--- src/infix_to_prefix_converter_defines.svh ---
// ----------------------------------------------------------------------------
// infix_to_prefix_converter assertion macros
// shared concurrent assertion forms for the converter, clocked and reset-gated
// ----------------------------------------------------------------------------
`ifndef INFIX_TO_PREFIX_CONVERTER_DEFINES_SVH
`define INFIX_TO_PREFIX_CONVERTER_DEFINES_SVH

// same-cycle implication
`define IFP_ASSERT_SAME(label, clk, rst, ante, cons) \
  label: assert property (@(posedge clk) disable iff (rst) (ante) |-> (cons)) \
    else $error("ifp assertion failed");

// next-cycle implication
`define IFP_ASSERT_NEXT(label, clk, rst, ante, cons) \
  label: assert property (@(posedge clk) disable iff (rst) (ante) |=> (cons)) \
    else $error("ifp assertion failed");

`endif

--- src/ifp_pkg.sv ---
// ----------------------------------------------------------------------------
// ifp_pkg
// character codes, status codes, precedence and controller/datapath structs
// ----------------------------------------------------------------------------
package ifp_pkg;

  localparam logic [7:0] CH_PLUS   = 8'h2B;
  localparam logic [7:0] CH_MINUS  = 8'h2D;
  localparam logic [7:0] CH_STAR   = 8'h2A;
  localparam logic [7:0] CH_SLASH  = 8'h2F;
  localparam logic [7:0] CH_LPAREN = 8'h28;
  localparam logic [7:0] CH_RPAREN = 8'h29;

  localparam logic [1:0] STATUS_OK       = 2'd0;
  localparam logic [1:0] STATUS_OVERFLOW = 2'd1;
  localparam logic [1:0] STATUS_PAREN    = 2'd2;

  localparam logic [1:0] PREC_NONE = 2'd0;
  localparam logic [1:0] PREC_ADD  = 2'd1;
  localparam logic [1:0] PREC_MUL  = 2'd2;

  function automatic logic [1:0] prec_of(input logic [7:0] c);
    logic [1:0] p;
    p = PREC_NONE;
    if (c == CH_STAR || c == CH_SLASH) begin
      p = PREC_MUL;
    end else if (c == CH_PLUS || c == CH_MINUS) begin
      p = PREC_ADD;
    end
    return p;
  endfunction

  // controller to datapath
  typedef struct packed {
    logic load_en;      // input channel open
    logic scan_read;    // fetch next character from the end
    logic cur_load;     // latch fetched character
    logic push_cur;     // push latched operator
    logic push_fetch;   // push fetched character
    logic collect_top;  // append stack top to result
    logic collect_fetch;// append fetched character to result
    logic pop;          // drop stack top, read the one below
    logic refill;       // load stack top from memory
    logic emit_read;    // read next result character
    logic emit_load;    // load output register with result character
    logic err_load;     // load output register with error result
    logic err_paren;    // error kind for err_load
  } cmd_t;

  // datapath to controller
  typedef struct packed {
    logic in_acc;
    logic in_last;
    logic ovf_hit;
    logic sidx_zero;
    logic depth_zero;
    logic depth_one;
    logic top_gt;
    logic top_is_rp;
    logic f_is_op;
    logic f_is_rp;
    logic f_is_lp;
    logic rcount_zero;
    logic out_free;
  } sts_t;

endpackage

--- src/ifp_ram.sv ---
// ----------------------------------------------------------------------------
// ifp_ram
// generic simple dual-port ram, one write port, one registered read port
// ----------------------------------------------------------------------------
module ifp_ram #(
  parameter int WIDTH = 8,
  parameter int DEPTH = 64
) (
  input  logic                     clk,
  input  logic                     we,
  input  logic [$clog2(DEPTH)-1:0] waddr,
  input  logic [WIDTH-1:0]         wdata,
  input  logic [$clog2(DEPTH)-1:0] raddr,
  output logic [WIDTH-1:0]         rdata
);

  logic [WIDTH-1:0] mem [DEPTH];

  always_ff @(posedge clk) begin
    if (we) begin
      mem[waddr] <= wdata;
    end
    rdata <= mem[raddr];
  end

endmodule

--- src/ifp_ctrl.sv ---
// ----------------------------------------------------------------------------
// ifp_ctrl
// sequencer for load, reverse scan, stack flush and result emission
// ----------------------------------------------------------------------------
module ifp_ctrl (
  input  logic          clk,
  input  logic          rst,
  input  ifp_pkg::sts_t sts,
  output ifp_pkg::cmd_t cmd
);

  localparam logic [3:0] S_IDLE      = 4'd0;
  localparam logic [3:0] S_SCAN      = 4'd1;
  localparam logic [3:0] S_FETCH     = 4'd2;
  localparam logic [3:0] S_OP        = 4'd3;
  localparam logic [3:0] S_PAREN     = 4'd4;
  localparam logic [3:0] S_REFILL    = 4'd5;
  localparam logic [3:0] S_FLUSH     = 4'd6;
  localparam logic [3:0] S_EMIT      = 4'd7;
  localparam logic [3:0] S_EMIT_WAIT = 4'd8;
  localparam logic [3:0] S_ERR       = 4'd9;

  logic [3:0] state, state_next;
  logic [3:0] ret, ret_next;
  logic       err_paren, err_paren_next;

  always_ff @(posedge clk) begin
    if (rst) begin
      state     <= S_IDLE;
      ret       <= S_IDLE;
      err_paren <= 1'b0;
    end else begin
      state     <= state_next;
      ret       <= ret_next;
      err_paren <= err_paren_next;
    end
  end

  always_comb begin
    cmd            = '0;
    cmd.err_paren  = err_paren;
    state_next     = state;
    ret_next       = ret;
    err_paren_next = err_paren;
    case (state)
      S_IDLE: begin
        cmd.load_en = 1'b1;
        if (sts.in_acc && sts.in_last) begin
          if (sts.ovf_hit) begin
            err_paren_next = 1'b0;
            state_next     = S_ERR;
          end else begin
            state_next = S_SCAN;
          end
        end
      end
      S_SCAN: begin
        if (sts.sidx_zero) begin
          state_next = S_FLUSH;
        end else begin
          cmd.scan_read = 1'b1;
          state_next    = S_FETCH;
        end
      end
      S_FETCH: begin
        cmd.cur_load = 1'b1;
        if (sts.f_is_op) begin
          state_next = S_OP;
        end else if (sts.f_is_rp) begin
          cmd.push_fetch = 1'b1;
          state_next     = S_SCAN;
        end else if (sts.f_is_lp) begin
          state_next = S_PAREN;
        end else begin
          cmd.collect_fetch = 1'b1;
          state_next        = S_SCAN;
        end
      end
      S_OP: begin
        if (!sts.depth_zero && sts.top_gt) begin
          cmd.collect_top = 1'b1;
          cmd.pop         = 1'b1;
          ret_next        = S_OP;
          state_next      = sts.depth_one ? S_OP : S_REFILL;
        end else begin
          cmd.push_cur = 1'b1;
          state_next   = S_SCAN;
        end
      end
      S_PAREN: begin
        if (sts.depth_zero) begin
          err_paren_next = 1'b1;
          state_next     = S_ERR;
        end else if (sts.top_is_rp) begin
          // matching close paren, both dropped
          cmd.pop    = 1'b1;
          ret_next   = S_SCAN;
          state_next = sts.depth_one ? S_SCAN : S_REFILL;
        end else begin
          cmd.collect_top = 1'b1;
          cmd.pop         = 1'b1;
          ret_next        = S_PAREN;
          state_next      = sts.depth_one ? S_PAREN : S_REFILL;
        end
      end
      S_REFILL: begin
        cmd.refill = 1'b1;
        state_next = ret;
      end
      S_FLUSH: begin
        if (sts.depth_zero) begin
          state_next = S_EMIT;
        end else if (sts.top_is_rp) begin
          err_paren_next = 1'b1;
          state_next     = S_ERR;
        end else begin
          cmd.collect_top = 1'b1;
          cmd.pop         = 1'b1;
          ret_next        = S_FLUSH;
          state_next      = sts.depth_one ? S_FLUSH : S_REFILL;
        end
      end
      S_EMIT: begin
        if (sts.rcount_zero) begin
          state_next = S_IDLE;
        end else if (sts.out_free) begin
          cmd.emit_read = 1'b1;
          state_next    = S_EMIT_WAIT;
        end
      end
      S_EMIT_WAIT: begin
        cmd.emit_load = 1'b1;
        state_next    = S_EMIT;
      end
      S_ERR: begin
        if (sts.out_free) begin
          cmd.err_load = 1'b1;
          state_next   = S_IDLE;
        end
      end
      default: begin
        state_next = S_IDLE;
      end
    endcase
  end

endmodule

--- src/ifp_datapath.sv ---
// ----------------------------------------------------------------------------
// ifp_datapath
// expression, stack and result memories, counters and output register
// ----------------------------------------------------------------------------
module ifp_datapath #(
  parameter int MAX_LEN = 64
) (
  input  logic          clk,
  input  logic          rst,
  input  ifp_pkg::cmd_t cmd,
  output ifp_pkg::sts_t sts,
  input  logic          in_valid,
  output logic          in_stall,
  input  logic [7:0]    in_char,
  input  logic          in_last,
  output logic          out_valid,
  input  logic          out_stall,
  output logic [7:0]    out_char,
  output logic          out_last,
  output logic [1:0]    status
);

  localparam int AW = $clog2(MAX_LEN);
  localparam int CW = $clog2(MAX_LEN + 1);

  logic [CW-1:0] expr_count;
  logic          overflow_seen;
  logic [CW-1:0] sidx;
  logic [CW-1:0] stack_depth;
  logic [CW-1:0] result_count;
  logic [7:0]    top;
  logic [7:0]    cur;

  logic          in_acc;
  logic          expr_full;
  logic [CW-1:0] sidx_m1;
  logic [CW-1:0] depth_m1;
  logic [CW-1:0] depth_m2;
  logic [CW-1:0] rcount_m1;
  logic [7:0]    expr_rdata;
  logic [7:0]    stack_rdata;
  logic [7:0]    result_rdata;
  logic [7:0]    push_data;
  logic [7:0]    collect_data;
  logic          do_push;
  logic          do_collect;
  logic          out_acc;

  assign in_stall   = !cmd.load_en;
  assign in_acc     = in_valid && !in_stall;
  assign out_acc    = out_valid && !out_stall;
  assign expr_full  = (expr_count == CW'(MAX_LEN));
  assign sidx_m1    = sidx - 1'b1;
  assign depth_m1   = stack_depth - 1'b1;
  assign depth_m2   = stack_depth - CW'(2);
  assign rcount_m1  = result_count - 1'b1;
  assign do_push    = cmd.push_cur || cmd.push_fetch;
  assign push_data  = cmd.push_fetch ? expr_rdata : cur;
  assign do_collect = cmd.collect_top || cmd.collect_fetch;
  assign collect_data = cmd.collect_fetch ? expr_rdata : top;

  ifp_ram #(.WIDTH(8), .DEPTH(MAX_LEN)) u_expr_ram (
    .clk   (clk),
    .we    (in_acc && !expr_full),
    .waddr (expr_count[AW-1:0]),
    .wdata (in_char),
    .raddr (sidx_m1[AW-1:0]),
    .rdata (expr_rdata)
  );

  // holds every entry below the cached top
  ifp_ram #(.WIDTH(8), .DEPTH(MAX_LEN)) u_stack_ram (
    .clk   (clk),
    .we    (do_push && (stack_depth != '0)),
    .waddr (depth_m1[AW-1:0]),
    .wdata (top),
    .raddr (depth_m2[AW-1:0]),
    .rdata (stack_rdata)
  );

  ifp_ram #(.WIDTH(8), .DEPTH(MAX_LEN)) u_result_ram (
    .clk   (clk),
    .we    (do_collect),
    .waddr (result_count[AW-1:0]),
    .wdata (collect_data),
    .raddr (rcount_m1[AW-1:0]),
    .rdata (result_rdata)
  );

  always_ff @(posedge clk) begin
    if (rst) begin
      expr_count    <= '0;
      overflow_seen <= 1'b0;
      sidx          <= '0;
      stack_depth   <= '0;
      result_count  <= '0;
      out_valid     <= 1'b0;
    end else begin
      if (in_acc) begin
        if (in_last) begin
          expr_count    <= '0;
          overflow_seen <= 1'b0;
          sidx          <= expr_full ? expr_count : expr_count + 1'b1;
        end else if (expr_full) begin
          overflow_seen <= 1'b1;
        end else begin
          expr_count <= expr_count + 1'b1;
        end
      end
      if (cmd.scan_read) begin
        sidx <= sidx_m1;
      end
      if (cmd.err_load) begin
        stack_depth <= '0;
      end else if (do_push) begin
        stack_depth <= stack_depth + 1'b1;
      end else if (cmd.pop) begin
        stack_depth <= depth_m1;
      end
      if (cmd.err_load) begin
        result_count <= '0;
      end else if (do_collect) begin
        result_count <= result_count + 1'b1;
      end else if (cmd.emit_read) begin
        result_count <= rcount_m1;
      end
      if (cmd.emit_load || cmd.err_load) begin
        out_valid <= 1'b1;
      end else if (out_acc) begin
        out_valid <= 1'b0;
      end
    end
  end

  // payload registers
  always_ff @(posedge clk) begin
    if (cmd.cur_load) begin
      cur <= expr_rdata;
    end
    if (do_push) begin
      top <= push_data;
    end else if (cmd.refill) begin
      top <= stack_rdata;
    end
    if (cmd.emit_load) begin
      out_char <= result_rdata;
      out_last <= (result_count == '0);
      status   <= ifp_pkg::STATUS_OK;
    end else if (cmd.err_load) begin
      out_char <= 8'h00;
      out_last <= 1'b1;
      status   <= cmd.err_paren ? ifp_pkg::STATUS_PAREN : ifp_pkg::STATUS_OVERFLOW;
    end
  end

  always_comb begin
    sts             = '0;
    sts.in_acc      = in_acc;
    sts.in_last     = in_last;
    sts.ovf_hit     = overflow_seen || expr_full;
    sts.sidx_zero   = (sidx == '0);
    sts.depth_zero  = (stack_depth == '0);
    sts.depth_one   = (stack_depth == CW'(1));
    sts.top_gt      = ifp_pkg::prec_of(top) > ifp_pkg::prec_of(cur);
    sts.top_is_rp   = (top == ifp_pkg::CH_RPAREN);
    sts.f_is_op     = (ifp_pkg::prec_of(expr_rdata) != ifp_pkg::PREC_NONE);
    sts.f_is_rp     = (expr_rdata == ifp_pkg::CH_RPAREN);
    sts.f_is_lp     = (expr_rdata == ifp_pkg::CH_LPAREN);
    sts.rcount_zero = (result_count == '0);
    sts.out_free    = !out_valid || !out_stall;
  end

endmodule

--- src/infix_to_prefix_converter.sv ---
// ----------------------------------------------------------------------------
// infix_to_prefix_converter
// converts a stored infix expression into prefix form with an operator stack
// ----------------------------------------------------------------------------
// The block takes an infix expression one character per input transfer,
// in_last closing it. Up to MAX_LEN characters, the last one too, are
// written into the expression memory; the input then stalls until the whole
// conversion and emission is done. The stored text is scanned from its end,
// each character with a memory read, then a decision, and an operator or a
// '(' with one more step, with '*' '/' above '+' '-'; every further operator
// popped off the stack costs a pop, then a registered read of the entry
// below the cached top, skipped when the stack runs empty. The result memory
// is then read backwards, a read and then a load of the output register per
// output transfer, held for as long as the receiver holds stall.
// More than MAX_LEN characters give one result with status 1, unbalanced
// parentheses one with status 2, both with out_char zero and out_last set;
// an expression of balanced parentheses only gives no result at all.
// ----------------------------------------------------------------------------
`include "infix_to_prefix_converter_defines.svh"

module infix_to_prefix_converter #(
  parameter int MAX_LEN = 64
) (
  input  logic       clk,
  input  logic       rst,
  input  logic       in_valid,
  output logic       in_stall,
  input  logic [7:0] in_char,
  input  logic       in_last,
  output logic       out_valid,
  input  logic       out_stall,
  output logic [7:0] out_char,
  output logic       out_last,
  output logic [1:0] status
);

  ifp_pkg::cmd_t cmd;
  ifp_pkg::sts_t sts;
  logic          err_shown;

  // sequencer
  ifp_ctrl u_ctrl (
    .clk (clk),
    .rst (rst),
    .sts (sts),
    .cmd (cmd)
  );

  // memories, stack top cache, counters and output register
  ifp_datapath #(.MAX_LEN(MAX_LEN)) u_datapath (
    .clk       (clk),
    .rst       (rst),
    .cmd       (cmd),
    .sts       (sts),
    .in_valid  (in_valid),
    .in_stall  (in_stall),
    .in_char   (in_char),
    .in_last   (in_last),
    .out_valid (out_valid),
    .out_stall (out_stall),
    .out_char  (out_char),
    .out_last  (out_last),
    .status    (status)
  );

  // an error result sitting on the output
  assign err_shown = out_valid && (status != ifp_pkg::STATUS_OK);

  // error results are single, last and carry no character
  `IFP_ASSERT_SAME(a_err_shape, clk, rst, err_shown, out_last && (out_char == 8'h00))

  // no stack traffic while the input channel is open
  `IFP_ASSERT_SAME(a_load_quiet, clk, rst, !in_stall, !(cmd.push_cur || cmd.push_fetch || cmd.pop))

  // a result read is only started when the output register frees up
  `IFP_ASSERT_SAME(a_emit_room, clk, rst, cmd.emit_read, sts.out_free)

  // an error load always shows up as a pending last transfer
  `IFP_ASSERT_NEXT(a_err_out, clk, rst, cmd.err_load, out_valid && out_last)

endmodule

--- config.mk ---
export PLATFORM = sky130hd
export DESIGN_NAME = infix_to_prefix_converter
export DESIGN_NICKNAME = d
export VERILOG_FILES = /design/src/ifp_pkg.sv /design/src/ifp_ram.sv /design/src/ifp_ctrl.sv /design/src/ifp_datapath.sv /design/src/infix_to_prefix_converter.sv
export VERILOG_INCLUDE_DIRS = /design/src /design/src/src
export SDC_FILE = /design/constraint.sdc
export NUM_CORES = 2
export LEC_CHECK = 0
export BUFFER_PORTS_ARGS = -buffer_cell sky130_fd_sc_hd__buf_4
export CORE_ASPECT_RATIO = 0.75
export CORE_MARGIN = 3
export CORE_UTILIZATION = 42
export CTS_CLUSTER_DIAMETER = 30
export DETAILED_ROUTE_END_ITERATION = 16
export PLACE_DENSITY = 0.66
export SYNTH_ARGS = -nofsm -noshare
export SYNTH_HDL_FRONTEND = slang
export SYNTH_SLANG_ARGS = --single-unit
--- constraint.sdc ---
create_clock -name clk -period 9.9 [get_ports clk]
set_input_delay 1.485 -clock clk [delete_from_list [all_inputs] [get_ports clk]]
set_output_delay 1.485 -clock clk [all_outputs]
set_load 0.02 [all_outputs]
==> results list <==
* Signed area change from the synthesized netlist to the final layout: 17.81%
- Together, buffers and inverters on the worst path number 0.
* TritonCTS clock tree: built
* Critical path, cell by cell: nor4b_2, nand2_1, o32ai_1, and3_1, nand3_1, nor2_1
* Number of top-level pins: 26
- TritonCTS Buffers: 277
- Data on the critical path arrives at its endpoint at 5.34 ns.
- The number of gates resized after CTS was 0.
* Element type at the critical path start: register
- In the final timing run, aggregate negative setup slack is 0 ns.
- The final route contains 33940 vias.
* Pwr/cell area: 284.6 nW/um^2
- Synthesis produced 3389 cells.
* Distinct cell type count after synthesis: 82
* Critical path's largest stage delay: 0.95 ns
- Count of synthesis-stage warnings from yosys: 0
- Number of enable-type register cells in the synthesized netlist: 1561
* DRC violations left: 0
- For this run, asynchronously set or reset flops after synthesis account for 0.
* Setup repair after global routing missed its margin: false
* Chip Height: 345.6 um
- Dividing the detail-routed via count by the number of cells gives 5.906.
* Core Footprint: 151300 um^2
- Along the worst path, the maximum fanout reaches 15.
* Initial antenna violation count: 5
- Number of maximum-capacitance constraint violations: 0
- Cell area after technology mapping: 64570 um^2
- Post-CTS timing repair inserted 0 buffers for setup.
- Global-route usage over all layers: 0.1933
- Detailed router's first-iteration violation count: 4497
- Sequential area share after synthesis: 0.7458
- Router iterations before antenna repair: 6
* CTS clk-pin slew, worst paths: 0.06 ns
- In this run the static leakage power is 24.03 nW.
- The count of buffers added on input and output ports is 25.
* Upper clock frequency limit: 204.9 MHz
- The startpoint identified for the worst hold timing path is u_datapath.u_expr_ram.rdata[7].
* Final setup skew: 0.07764 ns
* Global-route wire length before repair: 229600 um
- Normalized max-slew margin: 0.1417
* Worst Tran Pin Value: 1.281 ns
- Setup violations remaining at the end of the flow were counted as 0.
- Layout cell share with drive strength beyond 1: 0.2555
- Commonest register cell after synthesis: sky130_fd_sc_hd__edfxtp_1
- Fill cell total of the finished layout: 11994
- Origin of the worst setup path: u_ctrl.state[1]
* Number of max-slew violations in the final report: 0
- Post-layout net count: 3576
* Worst-skew pair later-pin latency: 0.89 ns
* Data required, critical path: 10.36 ns
- Deepest clock path buffer count: 4
- The root buffer cell chosen for the clock tree is sky130_fd_sc_hd__clkbuf_16.
- Final HPWL from detailed placement: 90190 um
- Overall power: 21.65 mW
* WL per Instance: 26.70 um
- Class of the most critical setup path: register to register
- The min-delay analysis places its worst path in the category register to register.
* Placer's final routability congestion estimate: 0.8623
- Number of nets in the synthesized netlist: 3418
- In this run the critical register-to-register path is launched from u_ctrl.state[1].
* Floorplan die width: 458.8 um
- Initial core utilization: 0.4268
- The worst register-to-register path has a setup slack of 5.02 ns.
* Antenna Nets Post-Route: 0
- Final hold violation count: 0
- Cell family contributing the most delay on the critical path: simple AND/OR/NAND/NOR gates
- Total die area: 158500 um^2
* Kind of end point of the critical path: register
- On the critical path, the stage with the largest delay is an instance of sky130_fd_sc_hd__nor4b_2.
- The H-tree was split into 5 levels.
- Hold repair after CTS inserted 0 buffers.
- Remaining global-route overflow: 0
* Clock period minus worst slack: 4.881 ns
* Yosys reg bits: 1625
- After floorplanning, the core was divided into 123 placement rows.
* Share of the cycle needed by the critical path after routing: 0.4930
- The clock net in this run drives a total of 1625 sinks.
- Commonest non-fill, non-tap cells in the layout: sky130_fd_sc_hd__edfxtp_1 (1561), sky130_fd_sc_hd__mux4_2 (367), sky130_fd_sc_hd__clkbuf_16 (281)
- Worst voltage drop across the vdd grid: 0.2195 mV
- Pin count of the biggest net entering global routing: 74
* Result of the run: finished clean
* Mapped Avg Cell Area: 19.05 um^2
* Most common cell after layout, fill and taps aside: sky130_fd_sc_hd__edfxtp_1
* Via count of the first global-routing pass: 33378
- The routed design has 153500 um of wire.
## report_power, final
part / internal, mW / switching, mW / total [mW] / leakage, nW
Combinational: 1.51 / 2.54 / 4.05 / 5.00
Clock: 6.09 / 3.32 / 9.41 / 4.47
Sequential: 7.96 / 0.226 / 8.19 / 14.6
## worst paths after layout
check,endpoint,depth (start not counted)
worst max-delay path,u_datapath.u_stack_ram.mem[49][1],6
worst min-delay path,u_datapath.cur[7],0
worst max register to register,u_datapath.u_stack_ram.mem[49][1],6
worst min register to register,u_datapath.cur[7],0
## final cells by class
cell class | instances | area, um^2 | area share
antenna | 1 | 2.502 | 0.00003289
clock buffer | 297 | 7152 | 0.09401
clock inverter | 181 | 2037 | 0.02678
inverter | 18 | 67.56 | 0.0008882
multi-input combinational | 1556 | 15620 | 0.2054
sequential | 1625 | 48170 | 0.6332
tap | 2000 | 2502 | 0.03289
timing repair buffer | 69 | 518.0 | 0.006809
## synthesized netlist by cell type, drive strengths merged (7+ instances only)
| library cell | n | share of area |
|---|---|---|
| a21oi | 33 | 0.0028 |
| dfxtp | 64 | 0.020 |
| or4 | 13 | 0.0016 |
| o31ai | 8 | 0.0010 |
| nand3 | 75 | 0.0058 |
| nand2 | 221 | 0.013 |
| o22ai | 26 | 0.0025 |
| buf | 87 | 0.0073 |
| a221oi | 9 | 0.0012 |
| a32o | 8 | 0.0012 |
| clkbuf | 103 | 0.0060 |
| mux4 | 367 | 0.13 |
| and3 | 23 | 0.0022 |
| o21bai | 7 | 0.00087 |
| or2 | 10 | 0.00097 |
| ha | 16 | 0.0031 |
| a221o | 7 | 0.0011 |
| o21ai | 26 | 0.0020 |
| xor2 | 15 | 0.0020 |
| o311ai | 7 | 0.00095 |
| nand3b | 7 | 0.00081 |
| mux2i | 100 | 0.016 |
| a32oi | 17 | 0.0023 |
| mux2 | 32 | 0.0056 |
| nor3 | 19 | 0.0017 |
| xnor2 | 19 | 0.0026 |
| nor2b | 37 | 0.0036 |
| nand2b | 12 | 0.0012 |
| edfxtp | 1561 | 0.73 |
| a311oi | 12 | 0.0016 |
| inv | 18 | 0.0010 |
| nand4 | 21 | 0.0020 |
| a211oi | 13 | 0.0015 |
| or3 | 24 | 0.0023 |
| a211o | 7 | 0.00095 |
| nor2 | 262 | 0.015 |
| a31oi | 30 | 0.0029 |
| and2 | 12 | 0.0012 |
## per-stage QoR
step	instance area (um^2)	instances	hold slack, ns	util	setup slack, ns
finish	76070	5747	0.5131	0.5029	5.019
global route	76070	5747	0.5197	0.5029	4.701
CTS	76070	5746	0.5090	0.5028	5.021
detailed placement	66880	5268	0.4928	0.4421	5.053
global placement	66880	5268	0.4876	0.4421	5.073
floorplan	64570	3389	0.4168	-	5.875
## metal layers
| metal | up-vias | share of wire | wire length, um | track usage |
|---|---|---|---|---|
| li1 | 14209 | - | - | - |
| met1 | 17663 | 0.44 | 68030 | 0.3003 |
| met2 | 1819 | 0.43 | 66630 | 0.2688 |
| met3 | 247 | 0.10 | 16040 | 0.05245 |
| met4 | 2 | 0.018 | 2737 | 0.04877 |
| met5 | - | 0.000078 | 12 | 0 |
## kinds of logic (layout without fill, tap and decap cells)
| logic type | after synthesis | count (layout) | share of synthesized area |
|---|---|---|---|
| compound gates | 253 | 253 | 0.02881 |
| xor+xnor | 34 | 34 | 0.004612 |
| fa+ha+maj | 16 | 16 | 0.003100 |
| buf+inv | 208 | 565 | 0.01434 |
| flops | 1625 | 1625 | 0.7458 |
| mux | 499 | 499 | 0.1491 |
| other cells | 0 | 1 | 0 |
| simple gates | 754 | 754 | 0.05427 |
## flip-flops by register name, summed over array words and instances (netlist names), 4 cells and up
name                           cells
u_ctrl.state                       4
u_datapath.cur                     8
u_datapath.expr_count              7
u_datapath.out_char                8
u_datapath.result_count            7
u_datapath.sidx                    7
u_datapath.stack_depth             7
u_datapath.top                     8
u_datapath.u_expr_ram.mem        512
u_datapath.u_expr_ram.rdata        8
u_datapath.u_result_ram.mem      512
u_datapath.u_result_ram.rdata      8
u_datapath.u_stack_ram.mem       512
u_datapath.u_stack_ram.rdata       8
Power figures use the tool's default switching activity.
